### config.mk
export PLATFORM = sky130hd
export DESIGN_NAME = amgs_popcount
export DESIGN_NICKNAME = d
export VERILOG_FILES = /design/src/sv/amgs_pkg.sv /design/src/sv/amgs_popcount.sv
export SDC_FILE = /design/constraint.sdc
export NUM_CORES = 1
export LEC_CHECK = 0
export BUFFER_PORTS_ARGS = -buffer_cell sky130_fd_sc_hd__buf_2
export CAP_MARGIN = 20
export CORE_MARGIN = 2
export CORE_UTILIZATION = 60
export CTS_CLUSTER_DIAMETER = 40
export DETAILED_ROUTE_END_ITERATION = 7
export PLACE_DENSITY = 0.89
export SETUP_SLACK_MARGIN = 0.5
export SLEW_MARGIN = 20
export SYNTH_ARGS = -nofsm -noshare
export SYNTH_HDL_FRONTEND = slang
export SYNTH_SLANG_ARGS = --single-unit
### constraint.sdc
create_clock -name clock -period 4 [get_ports clock]
set_input_delay 0.6 -clock clock [delete_from_list [all_inputs] [get_ports clock]]
set_output_delay 0.6 -clock clock [all_outputs]
set_load 0.05 [all_outputs]
### src/sv/amgs_pkg.sv
package amgs_pkg;

   // Default size of the vertex matrix.
   localparam int MAX_VERTICES_DEFAULT = 64;

   // Vertex count register.
   localparam int                  CSR_WIDTH = 7;
   localparam logic [CSR_WIDTH-1:0] CSR_RESET = 7'd64;

   // Command codes carried by a request word.
   typedef enum logic [2:0] {
      CMD_INSERT = 3'd0,
      CMD_REMOVE = 3'd1,
      CMD_TEST   = 3'd2,
      CMD_DEGREE = 3'd3,
      CMD_BEST   = 3'd4
   } cmd_type;

   // Controller states.
   typedef enum logic [2:0] {
      ST_IDLE,
      ST_ROW_A,
      ST_ROW_B,
      ST_DEGREE,
      ST_SCAN,
      ST_REPLY
   } state_type;

endpackage

### src/sv/amgs_popcount.sv
module amgs_popcount #(
   parameter int WIDTH = amgs_pkg::MAX_VERTICES_DEFAULT
) (
   input  logic                         clock,
   input  logic                         reset,
   input  logic                         in_valid,
   input  logic [WIDTH-1:0]             in_bits,
   output logic                         out_valid,
   output logic [$clog2(WIDTH+1)-1:0]   out_count
);

   localparam int CW     = $clog2(WIDTH + 1);
   localparam int LEVELS = $clog2(WIDTH);
   localparam int PADW   = 1 << LEVELS;

   logic [PADW-1:0] pad_bits;
   logic [CW-1:0]   tree_ff [PADW-1];
   logic [LEVELS-1:0] vld_ff;

   assign pad_bits = PADW'(in_bits);

   // Adder tree, one register per level. Level lv starts at PADW - (PADW >> lv).
   always_ff @(posedge clock) begin
      for (int lv = 0; lv < LEVELS; lv++) begin
         for (int i = 0; i < PADW / 2; i++) begin
            if (i < (PADW >> (lv + 1))) begin
               if (lv == 0) begin
                  tree_ff[i] <= CW'(pad_bits[2*i]) + CW'(pad_bits[2*i+1]);
               end else begin
                  tree_ff[PADW - (PADW >> lv) + i] <=
                     tree_ff[PADW - (PADW >> (lv - 1)) + 2*i] +
                     tree_ff[PADW - (PADW >> (lv - 1)) + 2*i + 1];
               end
            end
         end
      end
   end

   // Valid travels alongside the tree levels.
   always_ff @(posedge clock) begin
      if (reset) begin
         vld_ff <= '0;
      end else begin
         vld_ff[0] <= in_valid;
         for (int k = 1; k < LEVELS; k++) begin
            vld_ff[k] <= vld_ff[k-1];
         end
      end
   end

   assign out_valid = vld_ff[LEVELS-1];
   assign out_count = tree_ff[PADW-2];

endmodule

==> results.txt <==
CTS tree: built
critical path's top delay family: flip-flops
CTS Hold Bufs: 0
critical path startpoint: tree_ff[1][216]$_DFF_P_
fin. max-slew vios: 0
FF+latch count, synth: 189
Max FO, Critical Path: 1
number of global-route vias before repair: 4,071
Worst-Skew Late Latency: 420 ps
RSZ-0062 raised after global routing: false
Critical Path AT: 980 ps
clk root buf: clkbuf_16
Final nets: 850
1st-pass router iterations: 4
setup repair bufs after CTS: 0
mux cell area share after synthesis: 0%
Crit path largest cell delay: 310 ps
# port buffers: 74
Die W: 112 µm
syn nets: 764
Post-Synth Adder-Cell Area: 27.6%
drt wl/cell: 11.6 µm
first-pass GRT wire length: 16,600 µm
status: completed
Worst path slowest cell: dfxtp_1
ANT cells: 0
clk buf depth: 2
Post-Synthesis Cells: 562
synth warn: 0
xor/xnor share of the synthesized area: 2.90%
R2R Path Start: tree_ff[1][196]$_DFF_P_
largest cells by area after synthesis: dfxtp_1, ha_1, fa_1
initial core utilization: 61.2%
compound-cell area share of the yosys netlist: 5.29%
Total Routing Usage GR: 16.8%
Fin Clk Skew: 7.23 ps
dominant cell type by area after synthesis: dfxtp_1
die area: 12,500 µm²
CP cell instances: buf_2
largest family of logic cells by synthesized area: adder cells
Max transition margin: 82.2%
total power: 5920 µW
hpwl dp: 7120 µm
Core Region: 11,400 µm²
initial DRC count: 68
largest net degree at the start of global routing: 18
fmax: 634 MHz
RD Place Congestion: 0.803
DRC: 0
final-report hold violation count: 0
Num CTS Buffers: 17
post-route setup TNS: 0 ps
max cap viols: 0
Yosys cell types: 20
Area Growth Syn to Fin: 15.5%
Power Density: 737 nW/µm²
Chip Height: 112 µm
Seq/Total Area, Yosys: 54.4%
Final setup viols: 0
post-synth top area share: 54.4%
CP Capture Type: output pin
Synth Area in Simple Gates: 1.82%
H-tree depth: 4
synthesized area: 6950 µm²
type of element launching the critical path: flop
Tmin final: 1580 ps
Crit path required time: 3400 ps
# rows: 39
most frequent cells in the layout: dfxtp_1, inv_1, ha_1
Via density: 4.63
Worst Path Buf+Inv: 1
PostCTS Resize Cnt: 0
leakage: 0.00421 µW
via count: 3,726
total global routing overflow: 0
Sink Count: 189
fraction of layout cells with a size suffix above 1: 16.5%
critical path class: reg2out
Worst-path clk slew: 70 ps
worst min-delay path category: in2reg
num ports: 75
actual slew at the worst max-slew pin: 266 ps
initial antenna violation count: 0
worst vdd ir: 0.000637 V
hold_sp: in_bits[47]
mean post-synth cell area: 12.4 µm²
DRT Wirelength: 9290 µm
most common cell after layout, fill and taps aside: dfxtp_1
Period Utilization, post-route: 39.4%
Final ANT Viol Nets: 0
## area by class of cell
type / instances / area [µm²]
Timing Repair Buffer: 74 / 370
Inverter: 133 / 499
Multi-Input combinational cell: 233 / 2620
Tap cell: 143 / 179
Clock buffer: 19 / 453
Clock inverter: 13 / 129
Fill cell: 774 / 3340
Sequential cell: 189 / 3780
## report_power, final
group / switching, µW / internal [µW]
logic: 929 / 805
clock network: 725 / 908
registers: 180 / 2370
## through the flow
step	hold slack, ps	cell area, µm²	worst slack, ps	cells	utilization (%)
floorplan	414	6950	2580	562	-
global placement	423	7450	2560	772	65.5
detailed placement	432	7450	2470	772	65.5
CTS	369	8030	2400	804	70.6
global route	368	8030	2330	804	70.6
finish	383	8030	2420	804	70.6
## cell usage after synthesis
cell,count
dfxtp_1,189
inv_1,133
ha_1,104
fa_1,31
a21o_1,27
xnor2_1,21
o21ai_0,10
nor2b_1,9
a21oi_1,8
buf_4,7
nand2b_1,6
nor2_1,5
a211oi_1,4
xor2_1,2
a211oi_2,1
a21oi_2,1
nor2b_4,1
o21a_1,1
o21bai_1,1
o31a_1,1
## sequential cells by signal, summed over array words and instances, names as in the netlist
| register | count |
|---|---|
| tree_ff | 183 |
| vld_ff | 6 |
## final timing paths
kind,depth (start not counted),slack (ps),endpoint
worst max register to register,7,2470,tree_ff[1][216]$_DFF_P_
worst max-delay path,1,2420,out_count[6]
worst min register to register,1,440,vld_ff[1]$_SDFF_PP0_
worst min-delay path,2,380,tree_ff[0][161]$_DFF_P_
## per-layer routing
| layer | vias up | routed length (µm) | track usage (%) |
|---|---|---|---|
| met2 | 54 | 5190 | 31.8 |
| met3 | 13 | 304 | 4.35 |
| met5 | - | 0 | 0 |
| li1 | 1905 | - | - |
| met1 | 1754 | 3640 | 17.2 |
| met4 | 0 | 157 | 7.90 |
## cells by family (layout without fill, tap and decap cells)
group	Yosys count	count (layout)
AND/OR/NAND/NOR	21	21
XOR/XNOR	23	23
AO/OA/AOI/OAI	54	54
adder cells (fa/ha/maj)	135	135
buffers and inverters	140	239
flip-flops	189	189
(Power assumes the default switching activity.)
